--- src/rtl/hcx_pkg.sv ---
// Shared types and constants for the header check and XOR key prefix block.
// No dependencies; every other file imports this package.
package hcx_pkg;

  // Header and keyed-prefix geometry
  localparam int unsigned HdrLen   = 16;
  localparam int unsigned KeyedLen = 16;
  localparam int unsigned PosW     = 6;   // holds 0..32
  localparam int unsigned CfgIdxW  = 2;
  localparam int unsigned CfgDataW = 64;

  localparam logic [PosW-1:0] PosHdr = PosW'(HdrLen);
  localparam logic [PosW-1:0] PosSat = PosW'(HdrLen + KeyedLen);

  // Register indexes on the configuration port
  localparam logic [CfgIdxW-1:0] RegKeyLow  = 2'd0;
  localparam logic [CfgIdxW-1:0] RegKeyHigh = 2'd1;

  // 16 key bytes, byte i at bits 8i+7..8i
  typedef logic [15:0][7:0] key_t;

  // Fixed file signature, byte 0 in the low bits
  localparam key_t SIG = {
    8'h00, 8'h00, 8'h00, 8'h00, 8'h00, 8'h01, 8'h03, 8'h00,
    8'h00, 8'h00, 8'h00, 8'h56, 8'h4D, 8'h47, 8'h50, 8'h52
  };

  typedef enum logic [1:0] {
    ST_DATA     = 2'd0,
    ST_MISMATCH = 2'd1,
    ST_SHORT    = 2'd2,
    ST_EMPTY    = 2'd3
  } status_t;

  typedef struct packed {
    logic [7:0] in_byte;
    logic       in_last;
  } in_word_t;

  typedef struct packed {
    logic [7:0] out_byte;
    status_t    status;
    logic       out_last;
  } out_word_t;

endpackage

--- src/rtl/header_check_xor_deobfuscator_top.sv ---
// Header check and XOR key prefix strip. Takes one file byte per word, with
// a last flag. The 16-byte signature is checked and swallowed; the next 16
// bytes are XORed with the 128-bit key, later bytes pass unchanged. Status
// words report a short file, a bad header or an empty payload. One input
// word per cycle; each result is held in the result register, and the
// input stalls only while a held result is itself stalled downstream.
// Depends on hcx_pkg, hcx_cfg, hcx_core and hcx_outreg.
module header_check_xor_deobfuscator_top (
  input  logic                          clk,
  input  logic                          rst_n,
  input  logic                          in_valid,
  output logic                          in_stall,
  input  hcx_pkg::in_word_t             in_data,
  output logic                          out_valid,
  input  logic                          out_stall,
  output hcx_pkg::out_word_t            out_data,
  input  logic                          cfg_valid,
  output logic                          cfg_ready,
  input  logic [hcx_pkg::CfgIdxW-1:0]   cfg_index,
  input  logic [hcx_pkg::CfgDataW-1:0]  cfg_data
);
  import hcx_pkg::*;

  key_t      key;
  logic      acc;
  logic      res_valid;
  out_word_t res;
  logic      busy;

  assign in_stall = busy;
  assign acc      = in_valid & ~busy;

  hcx_cfg u_cfg (
    .clk       (clk),
    .rst_n     (rst_n),
    .cfg_valid (cfg_valid),
    .cfg_ready (cfg_ready),
    .cfg_index (cfg_index),
    .cfg_data  (cfg_data),
    .key       (key)
  );

  hcx_core u_core (
    .clk       (clk),
    .rst_n     (rst_n),
    .acc       (acc),
    .in_word   (in_data),
    .key       (key),
    .res_valid (res_valid),
    .res       (res)
  );

  hcx_outreg u_out (
    .clk       (clk),
    .rst_n     (rst_n),
    .load      (acc & res_valid),
    .res       (res),
    .busy      (busy),
    .out_valid (out_valid),
    .out_stall (out_stall),
    .out_data  (out_data)
  );

endmodule

--- src/rtl/hcx_cfg.sv ---
// Key register file: two 64-bit halves of the 128-bit XOR key.
// Depends on hcx_pkg.
module hcx_cfg (
  input  logic                          clk,
  input  logic                          rst_n,
  input  logic                          cfg_valid,
  output logic                          cfg_ready,
  input  logic [hcx_pkg::CfgIdxW-1:0]   cfg_index,
  input  logic [hcx_pkg::CfgDataW-1:0]  cfg_data,
  output hcx_pkg::key_t                 key
);
  import hcx_pkg::*;

  key_t key_r;

  // Writes always taken; unknown indexes are ignored
  assign cfg_ready = 1'b1;

  always_ff @(posedge clk) begin
    if (!rst_n) begin
      key_r <= '0;
    end else if (cfg_valid) begin
      case (cfg_index)
        RegKeyLow:  key_r[7:0]  <= cfg_data;
        RegKeyHigh: key_r[15:8] <= cfg_data;
        default: ;
      endcase
    end
  end

  assign key = key_r;

endmodule

--- src/rtl/hcx_core.sv ---
// Per-file state: byte count, header check and keyed XOR of the prefix.
// Depends on hcx_pkg; produces at most one result word per input word.
module hcx_core (
  input  logic              clk,
  input  logic              rst_n,
  input  logic              acc,
  input  hcx_pkg::in_word_t in_word,
  input  hcx_pkg::key_t     key,
  output logic              res_valid,
  output hcx_pkg::out_word_t res
);
  import hcx_pkg::*;

  logic [PosW-1:0] pos_r, pos_nxt;
  logic            bad_r, bad_nxt;
  logic            disc_r, disc_nxt;
  logic            bad_now;

  // Next state and result for the word on the input
  always_comb begin
    pos_nxt   = pos_r;
    bad_nxt   = bad_r;
    disc_nxt  = disc_r;
    res_valid = 1'b0;
    res       = '{out_byte: 8'h00, status: ST_DATA, out_last: 1'b1};
    bad_now   = bad_r | (in_word.in_byte != SIG[pos_r[3:0]]);

    if (disc_r) begin
      // dropping the rest of a bad file
      if (in_word.in_last) begin
        pos_nxt  = '0;
        bad_nxt  = 1'b0;
        disc_nxt = 1'b0;
      end
    end else if (pos_r < PosHdr) begin
      if (pos_r != PosHdr - PosW'(1)) begin
        // inside the header
        if (in_word.in_last) begin
          pos_nxt    = '0;
          bad_nxt    = 1'b0;
          res_valid  = 1'b1;
          res.status = ST_SHORT;
        end else begin
          pos_nxt = pos_r + PosW'(1);
          bad_nxt = bad_now;
        end
      end else begin
        // final header byte: verdict
        res_valid = bad_now | in_word.in_last;
        bad_nxt   = 1'b0;
        if (bad_now) begin
          res.status = ST_MISMATCH;
        end else begin
          res.status = ST_EMPTY;
        end
        if (in_word.in_last) begin
          pos_nxt = '0;
        end else begin
          pos_nxt  = PosHdr;
          disc_nxt = bad_now;
        end
      end
    end else begin
      // payload: XOR the keyed prefix, pass the rest
      res_valid    = 1'b1;
      res.status   = ST_DATA;
      res.out_last = in_word.in_last;
      if (pos_r < PosSat) begin
        res.out_byte = in_word.in_byte ^ key[pos_r[3:0]];
        pos_nxt      = pos_r + PosW'(1);
      end else begin
        res.out_byte = in_word.in_byte;
      end
      if (in_word.in_last) begin
        pos_nxt = '0;
      end
    end
  end

  always_ff @(posedge clk) begin
    if (!rst_n) begin
      pos_r  <= '0;
      bad_r  <= 1'b0;
      disc_r <= 1'b0;
    end else if (acc) begin
      pos_r  <= pos_nxt;
      bad_r  <= bad_nxt;
      disc_r <= disc_nxt;
    end
  end

  // Count never passes saturation
  a_pos_range: assert property (@(posedge clk) disable iff (!rst_n) pos_r <= PosSat)
    else $error("byte count beyond saturation");
  // Discarding only ever follows a full header
  a_disc_pos: assert property (@(posedge clk) disable iff (!rst_n) disc_r |-> pos_r == PosHdr)
    else $error("discarding without a complete header");
  // Mismatch flag is spent once the verdict is given
  a_disc_bad: assert property (@(posedge clk) disable iff (!rst_n) disc_r |-> !bad_r)
    else $error("mismatch flag held while discarding");

endmodule

--- src/rtl/hcx_outreg.sv ---
// Result register between the core and the output channel.
// Depends on hcx_pkg; stalls the input only while a held word is blocked.
module hcx_outreg (
  input  logic               clk,
  input  logic               rst_n,
  input  logic               load,
  input  hcx_pkg::out_word_t res,
  output logic               busy,
  output logic               out_valid,
  input  logic               out_stall,
  output hcx_pkg::out_word_t out_data
);
  import hcx_pkg::*;

  logic      vld_r, vld_nxt;
  out_word_t data_r;

  // Full and not draining this cycle
  assign busy = vld_r & out_stall;

  always_comb begin
    vld_nxt = vld_r;
    if (load) begin
      vld_nxt = 1'b1;
    end else if (!out_stall) begin
      vld_nxt = 1'b0;
    end
  end

  always_ff @(posedge clk) begin
    if (!rst_n) begin
      vld_r <= 1'b0;
    end else begin
      vld_r <= vld_nxt;
    end
  end

  always_ff @(posedge clk) begin
    if (load) begin
      data_r <= res;
    end
  end

  assign out_valid = vld_r;
  assign out_data  = data_r;

endmodule

--- config.mk ---
export PLATFORM = sky130hd
export DESIGN_NAME = header_check_xor_deobfuscator_top
export DESIGN_NICKNAME = d
export VERILOG_FILES = /design/src/rtl/hcx_pkg.sv /design/src/rtl/header_check_xor_deobfuscator_top.sv /design/src/rtl/hcx_cfg.sv /design/src/rtl/hcx_core.sv /design/src/rtl/hcx_outreg.sv
export SDC_FILE = /design/constraint.sdc
export NUM_CORES = 1
export LEC_CHECK = 0
export BUFFER_PORTS_ARGS = -buffer_cell sky130_fd_sc_hd__buf_2
export CAP_MARGIN = 20
export CORE_UTILIZATION = 40
export CTS_CLUSTER_SIZE = 8
export DETAILED_ROUTE_END_ITERATION = 8
export PLACE_DENSITY = 0.6
export SYNTH_ARGS = -nofsm -noshare
export SYNTH_HDL_FRONTEND = slang
export SYNTH_SLANG_ARGS = --single-unit
--- constraint.sdc ---
create_clock -name clk -period 7.7 [get_ports clk]
set_clock_uncertainty 0.2 [all_clocks]
set_input_delay 1.155 -clock clk [delete_from_list [all_inputs] [get_ports clk]]
set_output_delay 1.155 -clock clk [all_outputs]
set_load 0.01 [all_outputs]
==> results.py <==
metrics = {
    "power": {
        "power_frac_seq_pct": 48.4,
        "p_leak_uw": 0.00284,
        "intPower_uw": 1320,
        "ir_drop_uv": 155,
        "clkPwrFrac_pct": 43.3,
        "power_frac_comb_pct": 8.2,
        "p_per_area_nw_per_um2": 221,
        "p_sw_uw": 427,
        "p_sw_share_pct": 24.4,
    },
    "critical_path": {
        "cp_max_fo": 51,
        "ff2ff_path_depth": 6,
        "path_class": "input pin to flop",
        "worstReg2RegStart": "u_core.pos_r[0]",
        "arrival_ns": 3.17,
        "timing.rr.end": "u_out.out_data[6]",
        "crit_required_ns": 7.84,
        "ff2ff_setup_slack_ns": 4.77,
        "cp-end-kind": "flop",
        "start_kind": "input pin",
    },
    "grt": {
        "grt_antenna_before_repair": 0,
        "grt_pass1_wl_um": 30400,
        "overflow": 0,
        "track_usage_pct": 22.5,
        "grt_pass1_vias": 5605,
        "grt_max_degree": 85,
    },
    "sta": {
        "finalCritPeriodShare_pct": 39.3,
        "slew_headroom_pct": 28.7,
        "hold_viol_final": 0,
        "tightest_slew_ns": 1.07,
        "max_freq_mhz": 330,
        "setup_viol": 0,
        "min_period_ns": 3.03,
        "drv_slew": 0,
        "hold_slack_ns": 0.252,
        "tns_ns": 0,
        "rsz0062_at_grt": "false",
    },
    "routing": {
        "drtIter0Drc": 487,
        "vias": 5992,
        "first_pass_iters": 5,
        "routed_wl_um": 19100,
        "drc_errors": 0,
        "antenna_left": 0,
        "via_per_inst": 5.23,
        "wl_per_cell_um": 16.6,
    },
    "min_path": {
        "min_path_type": "flop to flop",
        "holdPathStages": 2,
        "hold_end": "u_cfg.key[44]",
        "min_from": "u_cfg.key[44]",
    },
    "finish": {
        "fin_nets": 995,
        "area_growth_pct": 15.8,
        "drive_gt1_share_pct": 15.2,
    },
    "synth": {
        "synth_cell_types": 56,
        "avgSynthCellArea_sq_um": 7.98,
        "synth-edff-count": 11,
        "syn_nets": 941,
        "synthArstFlopShare_pct": 0,
        "ys.flop_type": "dfxtp_1",
        "seq_area_frac_synth_pct": 46.6,
        "yosys_warnings": 0,
        "synth_seq_cells": 154,
        "syn_area_sq_um": 6850,
        "syn_inst": 858,
    },
    "die": {
        "die_h_um": 133,
        "io_pins": 94,
        "rows": 47,
        "core_area_sq_um": 16600,
        "start_util_pct": 41.2,
        "die_w_um": 133,
        "dieArea_sq_um": 17700,
    },
    "clock_tree": {
        "post_cts_buffers": 0,
        "insertion_delay_ns": 0.43,
        "cts_tree": "yes",
        "cts-root-buf": "clkbuf_16",
        "cts.sinks": 154,
        "htree_levels": 4,
        "path_clk_slew_ns": 0.06,
        "cts_buffer_depth": 2,
        "ctsHoldBuffers": 0,
        "cts_resized": 0,
        "cts_buffers": 17,
    },
    "flow_run": {
        "drv_cap": 0,
    },
    "place": {
        "gp_congestion": 0.877,
        "portBuffers": 92,
        "post-dp-hpwl_um": 12500,
    },
    "outcome": {
        "status": "finished clean",
    },
}
layout make-up:
| class | count | area (sq um) |
|---|---|---|
| multi-input cells | 634 | 3380 |
| clock inverters | 8 | 43.8 |
| inverters | 4 | 16.3 |
| clock buffers | 24 | 483 |
| well taps | 220 | 275 |
| diodes | 1 | 2.50 |
| flip-flops and latches | 154 | 3200 |
| fillers | 1682 | 8710 |
| repair buffers | 101 | 532 |
cells in the final DEF, fill, tap and decap left out, types with 2 or more instances in the layout:
cell type	n
or2_2	2
nor3b_1	3
buf_4	8
mux2i_1	64
a22oi_1	16
clkinv_2	7
clkbuf_1	5
ha_1	3
buf_2	92
inv_1	3
nor4_1	2
or3_1	3
a21oi_1	157
clkbuf_16	18
o21ai_0	6
edfxtp_1	11
nor2b_1	3
nor2_1	11
nand2_1	279
nand4_1	3
dfxtp_1	142
xor2_1	4
a21o_1	8
nor3_1	5
nand3_1	29
xnor2_1	2
and2_1	5
power groups by stage:
stage	sequential [uW]	clock (uW)	combinational [uW]
floorplan	859	0	90.7
global placement	865	0	143
detailed placement	865	0	143
CTS	848	770	144
global route	850	810	159
finish	848	758	144
logic make-up after synthesis:
kind of cell | share of synthesized area, %
XOR/XNOR | 0.767
other | 0.0547
flip-flops | 46.6
buffers and inverters | 4.16
AO/OA/AOI/OAI | 16.5
multiplexers | 9.57
adder cells (fa/ha/maj) | 0.548
AND/OR/NAND/NOR | 21.7
worst max-delay path: stages:
cell and delay [ns]:
buf_2 0.19, clkinv_2 0.57, a2111o_1 0.59, o211ai_1 0.25, or2_2 0.22, nor3b_1 0.19
cell usage after synthesis, drive strengths merged, types with 2 or more instances:
| master | n | area share [%] |
|---|---|---|
| a21boi | 2 | 0.22 |
| a21o | 8 | 0.88 |
| a21oi | 157 | 11 |
| a22oi | 16 | 1.8 |
| and2 | 5 | 0.46 |
| buf | 22 | 1.5 |
| clkbuf | 44 | 2.4 |
| dfxtp | 143 | 42 |
| edfxtp | 11 | 4.8 |
| ha | 3 | 0.55 |
| inv | 4 | 0.22 |
| mux2i | 64 | 9.4 |
| nand2 | 279 | 15 |
| nand3 | 29 | 2.1 |
| nand4 | 3 | 0.27 |
| nor2 | 12 | 0.69 |
| nor2b | 4 | 0.47 |
| nor3 | 5 | 0.37 |
| nor3b | 4 | 0.44 |
| nor4 | 2 | 0.18 |
| o21ai | 6 | 0.44 |
| o31a | 2 | 0.38 |
| or2 | 3 | 0.27 |
| or3 | 3 | 0.27 |
| xnor2 | 2 | 0.26 |
| xor2 | 4 | 0.51 |
worst max path at each step:
stage	from	to	slack, ns
finish	rst_n	flop	4.67
global route	rst_n	flop	4.54
CTS	u_core.pos_r[0]	u_out.out_data[1]	4.59
detailed placement	rst_n	flop	4.24
global placement	rst_n	flop	4.27
floorplan	in_data[4]	u_out.out_data[0]	4.63
through the flow:
stage / cells / total power, uW / setup slack [ns] / cell area, sq um / utilization [%]
final: 1146 / 1750 / 4.67 / 7930 / 47.7
after global routing: 1145 / 1820 / 4.54 / 7930 / 47.7
after CTS: 1144 / 1760 / 4.59 / 7920 / 47.6
after detailed placement: 1112 / 1010 / 4.24 / 7390 / 44.4
after global placement: 1112 / 1010 / 4.27 / 7390 / 44.4
after floorplan: 858 / 950 / 4.63 / 6850 / -
flip-flops by register name, indices dropped and copies added, names as in the netlist, named ones only:
register and flops:
u_core.bad_r 1, u_core.pos_r 6, u_out.out_data 11, u_out.out_valid 1
u_core.disc_r 1, u_cfg.key 128
metal layers:
layer	global-route usage, %	wire [um]	vias up
met3	4.98	1010	23
met4	9.26	389	0
li1	-	-	3021
met1	31.0	9210	2775
met5	0	0	-
met2	33.9	8470	173
Power figures use the tool's default switching activity.
